### src/hdl/tsh_pkg.sv
// shared types, constants and checksum helpers for the tcp syn header builder
// no dependencies; imported by every module of the block
package tsh_pkg;

    localparam int unsigned HDR_WORDS = 20;
    localparam int unsigned IDX_W     = 5;

    localparam logic [IDX_W-1:0] LAST_IDX = IDX_W'(HDR_WORDS - 1);

    localparam logic [15:0] VER_IHL_TOS_WORD = 16'h4500;
    localparam logic [15:0] TOTAL_LEN        = 16'd40;
    localparam logic [7:0]  PROTO_TCP        = 8'd6;
    localparam logic [15:0] TCP_LEN          = 16'd20;
    localparam logic [15:0] SYN_CTRL_WORD    = 16'h5002;

    // configuration register indexes
    localparam logic [1:0] REG_SRC_IP       = 2'd0;
    localparam logic [1:0] REG_TIME_TO_LIVE = 2'd1;
    localparam logic [1:0] REG_IP_IDENT     = 2'd2;
    localparam logic [1:0] REG_TCP_WINDOW   = 2'd3;

    localparam logic [31:0] RST_SRC_IP       = 32'd0;
    localparam logic [7:0]  RST_TIME_TO_LIVE = 8'd64;
    localparam logic [15:0] RST_IP_IDENT     = 16'd54321;
    localparam logic [15:0] RST_TCP_WINDOW   = 16'd0;

    localparam int unsigned IP_RAW_W  = 19;
    localparam int unsigned TCP_RAW_W = 20;

    typedef struct packed {
        logic [31:0] src_ip;
        logic [7:0]  time_to_live;
        logic [15:0] ip_ident;
        logic [15:0] tcp_window;
    } cfg_t;

    // one fully resolved header, as it sits in the queue
    typedef struct packed {
        logic [31:0] dst_ip;
        logic [15:0] dest_port;
        logic [15:0] source_port;
        logic [31:0] seq_number;
        cfg_t        cfg;
        logic [15:0] ip_csum;
        logic [15:0] tcp_csum;
    } hdr_t;

    // end-around carry fold and complement
    function automatic logic [15:0] fold_csum(input logic [TCP_RAW_W-1:0] raw);
        logic [16:0] first;
        logic [15:0] second;
        first  = 17'(raw[TCP_RAW_W-1:16]) + 17'(raw[15:0]);
        second = first[15:0] + 16'(first[16]);
        return ~second;
    endfunction

endpackage

### src/hdl/tsh_front.sv
// front end: takes probe requests, snapshots configuration and computes checksums
// depends on tsh_pkg; feeds tsh_queue
module tsh_front
(
    input  logic          clk,
    input  logic          rst_n,
    input  logic          req_valid,
    output logic          req_ready,
    input  logic [31:0]   dst_ip,
    input  logic [15:0]   dest_port,
    input  logic [15:0]   source_port,
    input  logic [31:0]   seq_number,
    input  tsh_pkg::cfg_t cfg,
    output logic          push,
    output tsh_pkg::hdr_t push_hdr,
    input  logic          q_full
);
    import tsh_pkg::*;

    logic                 s1_valid_reg;
    logic                 s1_valid_next;
    hdr_t                 s1_hdr_reg;
    logic [IP_RAW_W-1:0]  ip_raw_reg;
    logic [TCP_RAW_W-1:0] tcp_raw_reg;
    logic [IP_RAW_W-1:0]  ip_raw;
    logic [TCP_RAW_W-1:0] tcp_raw;
    logic [TCP_RAW_W-1:0] addr_sum;
    logic                 accept;

    assign push      = s1_valid_reg && !q_full;
    assign req_ready = !s1_valid_reg || !q_full;
    assign accept    = req_valid && req_ready;

    // address words are shared by both sums (pseudo-header)
    always_comb
    begin
        addr_sum = TCP_RAW_W'(cfg.src_ip[31:16]) + TCP_RAW_W'(cfg.src_ip[15:0])
                 + TCP_RAW_W'(dst_ip[31:16]) + TCP_RAW_W'(dst_ip[15:0]);
        ip_raw   = IP_RAW_W'(addr_sum) + IP_RAW_W'(VER_IHL_TOS_WORD) + IP_RAW_W'(TOTAL_LEN)
                 + IP_RAW_W'(cfg.ip_ident) + IP_RAW_W'({cfg.time_to_live, PROTO_TCP});
        tcp_raw  = addr_sum + TCP_RAW_W'(PROTO_TCP) + TCP_RAW_W'(TCP_LEN)
                 + TCP_RAW_W'(source_port) + TCP_RAW_W'(dest_port)
                 + TCP_RAW_W'(seq_number[31:16]) + TCP_RAW_W'(seq_number[15:0])
                 + TCP_RAW_W'(SYN_CTRL_WORD) + TCP_RAW_W'(cfg.tcp_window);
    end

    always_comb
    begin
        s1_valid_next = s1_valid_reg;
        if (accept)
        begin
            s1_valid_next = 1'b1;
        end
        else if (push)
        begin
            s1_valid_next = 1'b0;
        end
    end

    always_ff @(posedge clk or negedge rst_n)
    begin
        if (!rst_n)
        begin
            s1_valid_reg <= 1'b0;
        end
        else
        begin
            s1_valid_reg <= s1_valid_next;
        end
    end

    always_ff @(posedge clk)
    begin
        if (accept)
        begin
            s1_hdr_reg.dst_ip       <= dst_ip;
            s1_hdr_reg.dest_port    <= dest_port;
            s1_hdr_reg.source_port  <= source_port;
            s1_hdr_reg.seq_number   <= seq_number;
            s1_hdr_reg.cfg          <= cfg;
            s1_hdr_reg.ip_csum      <= 16'd0;
            s1_hdr_reg.tcp_csum     <= 16'd0;
            ip_raw_reg              <= ip_raw;
            tcp_raw_reg             <= tcp_raw;
        end
    end

    always_comb
    begin
        push_hdr          = s1_hdr_reg;
        push_hdr.ip_csum  = fold_csum(TCP_RAW_W'(ip_raw_reg));
        push_hdr.tcp_csum = fold_csum(tcp_raw_reg);
    end

endmodule

### src/hdl/tsh_queue.sv
// two-entry queue of resolved headers between front and back end
// depends on tsh_pkg
module tsh_queue
(
    input  logic          clk,
    input  logic          rst_n,
    input  logic          push,
    input  tsh_pkg::hdr_t push_hdr,
    output logic          full,
    input  logic          pop,
    output logic          not_empty,
    output tsh_pkg::hdr_t head
);
    import tsh_pkg::*;

    hdr_t        entry_reg [2];
    logic        wr_ptr_reg;
    logic        wr_ptr_next;
    logic        rd_ptr_reg;
    logic        rd_ptr_next;
    logic [1:0]  count_reg;
    logic [1:0]  count_next;
    logic        do_push;
    logic        do_pop;

    assign full      = (count_reg == 2'd2);
    assign not_empty = (count_reg != 2'd0);
    assign head      = entry_reg[rd_ptr_reg];
    assign do_push   = push && !full;
    assign do_pop    = pop && not_empty;

    always_comb
    begin
        wr_ptr_next = do_push ? !wr_ptr_reg : wr_ptr_reg;
        rd_ptr_next = do_pop ? !rd_ptr_reg : rd_ptr_reg;
        count_next  = count_reg;
        if (do_push && !do_pop)
        begin
            count_next = count_reg + 2'd1;
        end
        else if (!do_push && do_pop)
        begin
            count_next = count_reg - 2'd1;
        end
    end

    always_ff @(posedge clk or negedge rst_n)
    begin
        if (!rst_n)
        begin
            wr_ptr_reg <= 1'b0;
            rd_ptr_reg <= 1'b0;
            count_reg  <= 2'd0;
        end
        else
        begin
            wr_ptr_reg <= wr_ptr_next;
            rd_ptr_reg <= rd_ptr_next;
            count_reg  <= count_next;
        end
    end

    always_ff @(posedge clk)
    begin
        if (do_push)
        begin
            entry_reg[wr_ptr_reg] <= push_hdr;
        end
    end

endmodule

### src/hdl/tsh_back.sv
// back end: walks one header through its twenty words into the output register
// depends on tsh_pkg; pulls from tsh_queue
module tsh_back
(
    input  logic                     clk,
    input  logic                     rst_n,
    input  logic                     q_not_empty,
    input  tsh_pkg::hdr_t            q_head,
    output logic                     pop,
    output logic                     out_valid,
    input  logic                     out_ready,
    output logic [15:0]              header_word,
    output logic [tsh_pkg::IDX_W-1:0] word_index,
    output logic                     last_word
);
    import tsh_pkg::*;

    hdr_t              cur_reg;
    logic              cur_valid_reg;
    logic              cur_valid_next;
    logic [IDX_W-1:0]  cnt_reg;
    logic [IDX_W-1:0]  cnt_next;
    logic              out_valid_reg;
    logic              out_valid_next;
    logic [15:0]       word_reg;
    logic [IDX_W-1:0]  index_reg;
    logic              last_reg;
    logic              out_load;
    logic              emit;
    logic              at_last;
    logic [15:0]       word_sel;

    assign out_load = !out_valid_reg || out_ready;
    assign emit     = cur_valid_reg && out_load;
    assign at_last  = (cnt_reg == LAST_IDX);
    assign pop      = q_not_empty && (!cur_valid_reg || (emit && at_last));

    always_comb
    begin
        unique case (cnt_reg)
            5'd0:    word_sel = VER_IHL_TOS_WORD;
            5'd1:    word_sel = TOTAL_LEN;
            5'd2:    word_sel = cur_reg.cfg.ip_ident;
            5'd3:    word_sel = 16'd0;
            5'd4:    word_sel = {cur_reg.cfg.time_to_live, PROTO_TCP};
            5'd5:    word_sel = cur_reg.ip_csum;
            5'd6:    word_sel = cur_reg.cfg.src_ip[31:16];
            5'd7:    word_sel = cur_reg.cfg.src_ip[15:0];
            5'd8:    word_sel = cur_reg.dst_ip[31:16];
            5'd9:    word_sel = cur_reg.dst_ip[15:0];
            5'd10:   word_sel = cur_reg.source_port;
            5'd11:   word_sel = cur_reg.dest_port;
            5'd12:   word_sel = cur_reg.seq_number[31:16];
            5'd13:   word_sel = cur_reg.seq_number[15:0];
            5'd16:   word_sel = SYN_CTRL_WORD;
            5'd17:   word_sel = cur_reg.cfg.tcp_window;
            5'd18:   word_sel = cur_reg.tcp_csum;
            default: word_sel = 16'd0;
        endcase
    end

    always_comb
    begin
        cur_valid_next = cur_valid_reg;
        cnt_next       = cnt_reg;
        if (pop)
        begin
            cur_valid_next = 1'b1;
            cnt_next       = '0;
        end
        else if (emit && at_last)
        begin
            cur_valid_next = 1'b0;
            cnt_next       = '0;
        end
        else if (emit)
        begin
            cnt_next = cnt_reg + IDX_W'(1);
        end

        out_valid_next = out_valid_reg;
        if (emit)
        begin
            out_valid_next = 1'b1;
        end
        else if (out_ready)
        begin
            out_valid_next = 1'b0;
        end
    end

    always_ff @(posedge clk or negedge rst_n)
    begin
        if (!rst_n)
        begin
            cur_valid_reg <= 1'b0;
            cnt_reg       <= '0;
            out_valid_reg <= 1'b0;
        end
        else
        begin
            cur_valid_reg <= cur_valid_next;
            cnt_reg       <= cnt_next;
            out_valid_reg <= out_valid_next;
        end
    end

    always_ff @(posedge clk)
    begin
        if (pop)
        begin
            cur_reg <= q_head;
        end
        if (emit)
        begin
            word_reg  <= word_sel;
            index_reg <= cnt_reg;
            last_reg  <= at_last;
        end
    end

    assign out_valid   = out_valid_reg;
    assign header_word = word_reg;
    assign word_index  = index_reg;
    assign last_word   = last_reg;

endmodule

### src/hdl/tcp_syn_header_builder.sv
// top level of the tcp syn header builder: config registers, front, queue, back
// depends on tsh_pkg, tsh_front, tsh_queue, tsh_back

// Each probe request on the s_ side becomes a 40-byte IPv4 + TCP SYN header sent
// on the m_ side as twenty 16-bit words, word 0 first, the last one flagged by
// m_tlast. The output port moves one word per cycle while m_tready is high, and
// back-to-back headers leave no gap between them. With nothing ahead of it, a
// request passes through these registers in order: the request and raw sums are
// registered at acceptance, the folded checksums enter the queue, the back end
// takes the header, and the first word is loaded into the output register. Up
// to three requests may be buffered ahead of the header in flight, so the input
// keeps taking requests while output words wait.
// Configuration (source address, TTL, IP ident, TCP window) is captured at
// acceptance; write it only while no request is pending.
module tcp_syn_header_builder
(
    input  logic        clk,
    input  logic        rst_n,
    // apb configuration
    input  logic        psel,
    input  logic        penable,
    input  logic        pwrite,
    input  logic [3:0]  paddr,
    input  logic [31:0] pwdata,
    output logic [31:0] prdata,
    output logic        pready,
    // request stream
    input  logic        s_tvalid,
    output logic        s_tready,
    // [31:0] dst_ip, [47:32] dest_port, [63:48] source_port, [95:64] seq_number
    input  logic [95:0] s_tdata,
    // header stream
    output logic        m_tvalid,
    input  logic        m_tready,
    // [15:0] header_word, [20:16] word_index, [23:21] zero
    output logic [23:0] m_tdata,
    output logic        m_tlast
);
    import tsh_pkg::*;

    cfg_t              cfg_reg;
    logic              cfg_write;
    logic              push;
    hdr_t              push_hdr;
    logic              q_full;
    logic              pop;
    logic              q_not_empty;
    hdr_t              q_head;
    logic [15:0]       header_word;
    logic [IDX_W-1:0]  word_index;

    assign pready    = 1'b1;
    assign cfg_write = psel && penable && pwrite && pready;

    always_ff @(posedge clk or negedge rst_n)
    begin
        if (!rst_n)
        begin
            cfg_reg.src_ip       <= RST_SRC_IP;
            cfg_reg.time_to_live <= RST_TIME_TO_LIVE;
            cfg_reg.ip_ident     <= RST_IP_IDENT;
            cfg_reg.tcp_window   <= RST_TCP_WINDOW;
        end
        else if (cfg_write)
        begin
            unique case (paddr[3:2])
                REG_SRC_IP:       cfg_reg.src_ip       <= pwdata;
                REG_TIME_TO_LIVE: cfg_reg.time_to_live <= pwdata[7:0];
                REG_IP_IDENT:     cfg_reg.ip_ident     <= pwdata[15:0];
                REG_TCP_WINDOW:   cfg_reg.tcp_window   <= pwdata[15:0];
                default:          ;
            endcase
        end
    end

    always_comb
    begin
        unique case (paddr[3:2])
            REG_SRC_IP:       prdata = cfg_reg.src_ip;
            REG_TIME_TO_LIVE: prdata = 32'(cfg_reg.time_to_live);
            REG_IP_IDENT:     prdata = 32'(cfg_reg.ip_ident);
            REG_TCP_WINDOW:   prdata = 32'(cfg_reg.tcp_window);
            default:          prdata = 32'd0;
        endcase
    end

    tsh_front u_front
    (
        .clk          (clk),
        .rst_n        (rst_n),
        .req_valid    (s_tvalid),
        .req_ready    (s_tready),
        .dst_ip       (s_tdata[31:0]),
        .dest_port    (s_tdata[47:32]),
        .source_port  (s_tdata[63:48]),
        .seq_number   (s_tdata[95:64]),
        .cfg          (cfg_reg),
        .push         (push),
        .push_hdr     (push_hdr),
        .q_full       (q_full)
    );

    tsh_queue u_queue
    (
        .clk       (clk),
        .rst_n     (rst_n),
        .push      (push),
        .push_hdr  (push_hdr),
        .full      (q_full),
        .pop       (pop),
        .not_empty (q_not_empty),
        .head      (q_head)
    );

    tsh_back u_back
    (
        .clk         (clk),
        .rst_n       (rst_n),
        .q_not_empty (q_not_empty),
        .q_head      (q_head),
        .pop         (pop),
        .out_valid   (m_tvalid),
        .out_ready   (m_tready),
        .header_word (header_word),
        .word_index  (word_index),
        .last_word   (m_tlast)
    );

    assign m_tdata = {3'b000, word_index, header_word};

endmodule

### config.mk
export PLATFORM = sky130hd
export DESIGN_NAME = tcp_syn_header_builder
export DESIGN_NICKNAME = d
export VERILOG_FILES = /design/src/hdl/tsh_pkg.sv /design/src/hdl/tsh_front.sv /design/src/hdl/tsh_queue.sv /design/src/hdl/tsh_back.sv /design/src/hdl/tcp_syn_header_builder.sv
export SDC_FILE = /design/constraint.sdc
export NUM_CORES = 1
export LEC_CHECK = 0
export BUFFER_PORTS_ARGS = -buffer_cell sky130_fd_sc_hd__buf_2
export CAP_MARGIN = 20
export CORE_MARGIN = 2
export CORE_UTILIZATION = 50
export DETAILED_ROUTE_END_ITERATION = 10
export MAX_ROUTING_LAYER = met4
export PLACE_DENSITY = 0.64
export SLEW_MARGIN = 40
export SYNTH_ARGS = -nofsm -noshare
export SYNTH_HDL_FRONTEND = slang
export SYNTH_SLANG_ARGS = --single-unit
### constraint.sdc
create_clock -name clk -period 19.7 [get_ports clk]
set_input_delay 2.955 -clock clk [delete_from_list [all_inputs] [get_ports clk]]
set_output_delay 2.955 -clock clk [all_outputs]
set_load 0.005 [all_outputs]
## Yosys cells after proc, flatten, opt, wreduce, memory -nomap -nowiden

Memories as Yosys holds them, arrays and structs flattened. A register that Yosys moved wholly into a read port is not among the register bits.
Cells that the tools add are included.

- Register bits after elaboration: 313
- RAM bits: 400
- Input port bits: 139
- Output and inout port bits: 60
- Word-level logic and storage cells: 118
- Memories: 1

- Add/sub/neg operators: 22
- Equality and inequality tests: 20
- Multiplexer cells: 15
- Bitwise logic cells: 2
- Reductions and logical operators: 34

Memory list:

| name | words | width | read ports | clocked after memory_dff | wr ports | RTL line | source |
|---|---|---|---|---|---|---|---|
| u_queue.entry_reg | 2 | 200 | 1 | 1 | 1 | tsh_queue.sv:16 | `hdr_t entry_reg [2];` |

Operators with widths:

| operator | count |
|---|---|
| $pmux 16 s16 | 1 |
| $add 20x16->20 | 7 |
| $pmux 32 s4 | 1 |
| $add 19x16->19 | 2 |
| $add 16x1->16 | 2 |
| $not 16->16 | 2 |
| $eq 5x4->1 const B | 6 |
| $add 20x15->20 const B | 1 |
| $add 20x3->20 const B | 1 |
| $add 20x5->20 const B | 1 |
| $eq 5x3->1 const B | 4 |
| $eq 5x5->1 const B | 4 |
| $add 19x15->19 const B | 1 |
| $add 19x6->19 const B | 1 |
| $add 16x16->17 | 1 |
| $add 3x16->17 | 1 |
| $add 4x16->17 | 1 |
| $mux 5 | 3 |
| $logic_and 1x1->1 | 11 |
| $reduce_bool 2->1 | 5 |
| $logic_not 1->1 | 8 |
| $mux 1 | 8 |
| $reduce_and 2->1 | 4 |
| $eq 2x2->1 const B | 3 |
| other kinds (11) | 14 |

## Logic depth before layout (Yosys ltp)

- Word-level depth: 11
- Gate-level depth with buffers: 32
- Gate-level depth less buffers: 32

## Hierarchy

A second synthesis with hierarchy kept.

- Cells, all modules: 2407
- Area total of the unflattened synthesis: 39930.8 µm²

By module, submodules not included:

| module | instances | cells an instance | area an instance (µm²) | sequential area each (µm²) |
|---|---|---|---|---|
| tsh_queue | 1 | 641 | 14702.9 | 12111.6 |
| tsh_front | 1 | 1050 | 13183.9 | 6241.0 |
| tsh_back | 1 | 499 | 8824.7 | 6841.6 |
| tcp_syn_header_builder | 1 | 217 | 3219.3 | 1811.7 |

## Worst setup path before layout

Ideal clock, no wire load.

- Path kind: register -> register
- From: register u_queue.count_reg[0]
- To: memory u_queue.entry_reg[0][0] (netlist name), enable pin
- Setup time: 0.763 ns
- Arrival: 8.924 ns
- Required time: 18.937 ns
- Slack: 10.013 ns
- Stages on the path, launching flop included: 4
- Path buffers: 0
- Period minus slack after synthesis: 9.687 ns
- Cells stage by stage: dfrtp_1 -> nand2b_1 -> nand2_1 -> nor2_1

- Word-level cells in the longest chain between the ends: 6

Ends and longest elaborated chain:

| what | RTL line | source |
|---|---|---|
| start, declared | tsh_queue.sv:21 | `logic [1:0] count_reg;` |
| start signal, assigned | tsh_queue.sv:59 | `count_reg <= count_next;` |
| $eq 2x2->1 * | tsh_queue.sv:26 | `assign full = (count_reg == 2'd2);` |
| $logic_not 1->1 * | tsh_front.sv:30, tsh_queue.sv:29 |  |
| $logic_and 1x1->1 | tsh_front.sv:30 | `assign push = s1_valid_reg && !q_full;` |
| $logic_and 1x1->1 * | tsh_queue.sv:29 | `assign do_push = push && !full;` |
| $mux 1 * | tsh_queue.sv:65 | `if (do_push)` |
| $mux 1 (not written as such) * | tsh_queue.sv:67 | `entry_reg[wr_ptr_reg] <= push_hdr;` |
| end, declared | tsh_queue.sv:16 |  |

Every way passes the cells marked *; elsewhere a longest branch is shown, timed or not.

## Final worst setup path

- From: input s_tdata[1]
- To: register u_front.tcp_raw_reg[18] (data pin)

- Word-level cells in the longest chain between the ends: 9

Ends and longest elaborated chain:

| what | RTL line | source |
|---|---|---|
| start, declared | tcp_syn_header_builder.sv:31 | `input logic [95:0] s_tdata,` |
| $add 20x16->20 | tsh_front.sv:38 | `+ TCP_RAW_W'(dst_ip[31:16]) + TCP_RAW_W'(dst_ip[15:0]);` |
| $add 20x3->20 | tsh_front.sv:41 | `tcp_raw = addr_sum + TCP_RAW_W'(PROTO_TCP) + TCP_RAW_W'(TCP_LEN)` |
| $add 20x5->20 | tsh_front.sv:41 |  |
| $add 20x16->20 (2 in a row) | tsh_front.sv:42 | `+ TCP_RAW_W'(source_port) + TCP_RAW_W'(dest_port)` |
| $add 20x16->20 (2 in a row) | tsh_front.sv:43 | `+ TCP_RAW_W'(seq_number[31:16]) + TCP_RAW_W'(seq_number[15:0])` |
| $add 20x15->20 | tsh_front.sv:44 | `+ TCP_RAW_W'(SYN_CTRL_WORD) + TCP_RAW_W'(cfg.tcp_window);` |
| $add 20x16->20 | tsh_front.sv:44 |  |
| via u_front.tcp_raw[18] | tsh_front.sv:26 | `logic [TCP_RAW_W-1:0] tcp_raw;` |
| end signal, assigned | tsh_front.sv:84 | `tcp_raw_reg <= tcp_raw;` |
| end, declared | tsh_front.sv:24 | `logic [TCP_RAW_W-1:0] tcp_raw_reg;` |

The timed path passes the listed nets, and every way through them passes these cells.
A chain may end at the register's enable or synchronous reset.

==> run summary <==
Status: completed
Max clock buf depth: 3
DRC: 0
Req. time, crit path: 20.08 ns
Final wirelength: 102 mm
TritonCTS clock tree: done
Post-Route Utilization: 57.0%
Initial core utilization: 50.3%
Fin Hold WS: 0.426 ns
Setup WS pre-CTS: 9.68 ns
Crit Path Max Fanout: 5
RD Place Congestion: 0.922
Crit Path Category: input pin to register
Synth cell types: 80
HPWL Detailed: 73.8 mm
Post-synth top flop: edfxtp_1
Max Cap Viol: 0
Dominant cells by area after synthesis: edfxtp_1, mux2_2, dfrtp_1, fa_1, ha_1
Gr usage total: 26.2%
Row count: 103
Root Buffer: clkbuf_16
Count leader, synth: edfxtp_1
Max-slew headroom: 40.6%
Avg WL per Cell: 26.9 um
# Post-CTS Setup Buffers: 0
Hold Vio Cnt, Final: 0
Core Area: 78600 sq um
Clock Skew: 0.0405 ns
Via Count: 21900
Vias per cell: 5.74
Layout Nets: 3046
Slew @ Worst Pin: 0.885 ns
Worst Path Arrival: 9.77 ns
Die width: 285 um
Worst setup SP type: input pin
Slew Limit Fails: 0
Final setup viols: 0
Cells after Synth: 2437
Syn-to-layout area delta: 13.3%
First-pass GRT wire length: 149 mm
Initial antenna violation count: 3
Final setup TNS: 0 ns
RSZ-0062 raised after global routing: no
Area share of the largest cell type after synthesis: 62.9%
Vias in the first global route: 22200
Remaining Overflow, GRT: 0
TritonRoute pass-1 iters: 8
Antenna cells: 0
# IOs: 199
H-tree lvl count: 3
Post-synth EDFFs: 829
IO Port Bufs: 192
Period minus WS final: 9.38 ns
Seq/Total Area, Yosys: 68.2%
Post-synth top cells: edfxtp_1, mux2_2, inv_1, ha_1, fa_1
Final setup margin: 10.32 ns
Final worst path period share: 47.6%
Largest net degree at the start of global routing: 147
Clk Latency, worst-skew pair: 0.66 ns
Max Freq: 0.107 GHz
Reg clk slew, reported paths: 0.06 ns
Min-Delay Path Class: register to register
YS warnings: 0
Antenna-violating nets left: 0
Seq cells post-synth: 913
Syn Area/Cell: 16.2 sq um
Die height: 285 um
DIE AREA: 81400 sq um
CTS sink cnt: 913
Crit. End Element: register
Mapped Area: 39600 sq um
Cell taking the most area after synthesis: edfxtp_1
CTS hold repair buffers: 0
Post_cts resized: 0
CTS buffer count: 95
Ys async rst share: 9.20%
Largest register FFs: 400
Share of layout cells above drive strength 1: 24.3%
Starting DRC count in detailed routing: 2315
[cell type report]
cell class                      instances  area (sq um)
Fill cell                            6099         33800
Sequential cell                       913         27000
Multi-Input combinational cell       1233         11500
Clock buffer                          116          2480
Tap cell                             1050          1310
Timing Repair Buffer                  225          1310
Inverter                              222           841
Clock inverter                         55           394
[metal layers]
metal	vias to the layer above	GRT usage (%)	routed length, um
met2	793	41.2	49300
met3	176	2.66	5800
met4	0	7.95	2950
li1	9573	-	-
met1	11400	36.4	44400
met5	-	-	0
[critical path, cell delays in order]
cell	delay, ns
buf_2	0.11
inv_1	0.07
fa_1	0.53
inv_1	0.04
ha_1	0.21
fa_1	0.42
a21o_1	0.20
a21oi_1	0.49
o211ai_1	0.37
a21oi_1	0.33
nand2b_1	0.09
a21oi_1	0.18
xnor2_1	0.40
fa_1	0.55
inv_1	0.17
fa_1	0.47
fa_1	0.56
inv_1	0.05
ha_1	0.32
ha_1	0.39
nand3_1	0.10
o2111ai_1	0.41
a31oi_1	0.18
xor2_1	0.18
[through the flow]
step           cell area (sq um)  instances
2_1_floorplan              39600       2439
3_3_place_gp               41800       3640
3_5_place_dp               41900       3642
4_1_cts                    44800       3813
5_1_grt                    44800       3814
6_report                   44800       3814
[layout by cell type (no fill, tap or decap), types with 46 or more instances in the layout]
master     netlist  routed
a21oi_1         56      56
buf_2           12     191
clkbuf_16        0      96
dfrtp_1         76      75
edfxtp_1       829     829
fa_1            94      94
ha_1           123     123
inv_1          221     220
mux2_2         256     256
nand2_1         73      73
nor2_1          68      62
o21ai_0         61      60
xnor2_1         59      57
xor2_1          46      46
[logic make-up (layout without fill, tap and decap cells)]
| logic type | Yosys count | after routing | share of synthesized area, % |
|---|---|---|---|
| simple gates | 329 | 329 | 4.31 |
| fa+ha+maj | 218 | 218 | 8.67 |
| flops | 913 | 913 | 68.2 |
| buf+inv | 293 | 618 | 2.91 |
| other cells | 2 | 4 | 0.0190 |
| compound gates | 296 | 296 | 5.33 |
| mux | 280 | 280 | 8.15 |
| xor+xnor | 106 | 106 | 2.37 |
[worst paths after layout]
path | endpoint | slack (ns) | depth (start not counted) | start
max in group asynchronous | cfg_reg[36] | 16.50 | 2 | rst_n
max | u_front.tcp_raw_reg[18] | 10.32 | 24 | s_tdata[1]
min | u_queue.entry_reg[1][191] | 0.43 | 0 | u_front.push_hdr[191]
min reg2reg | u_queue.entry_reg[1][191] | 0.43 | 0 | u_front.push_hdr[191]
max reg2reg | u_front.tcp_raw_reg[18] | 11.26 | 31 | cfg_reg[56]
min in group asynchronous | u_back.cnt_reg[0] | 2.21 | 1 | rst_n
Power is not shown: default switching activity piles up to over one toggle a cycle in this logic, so the estimate is an artifact.
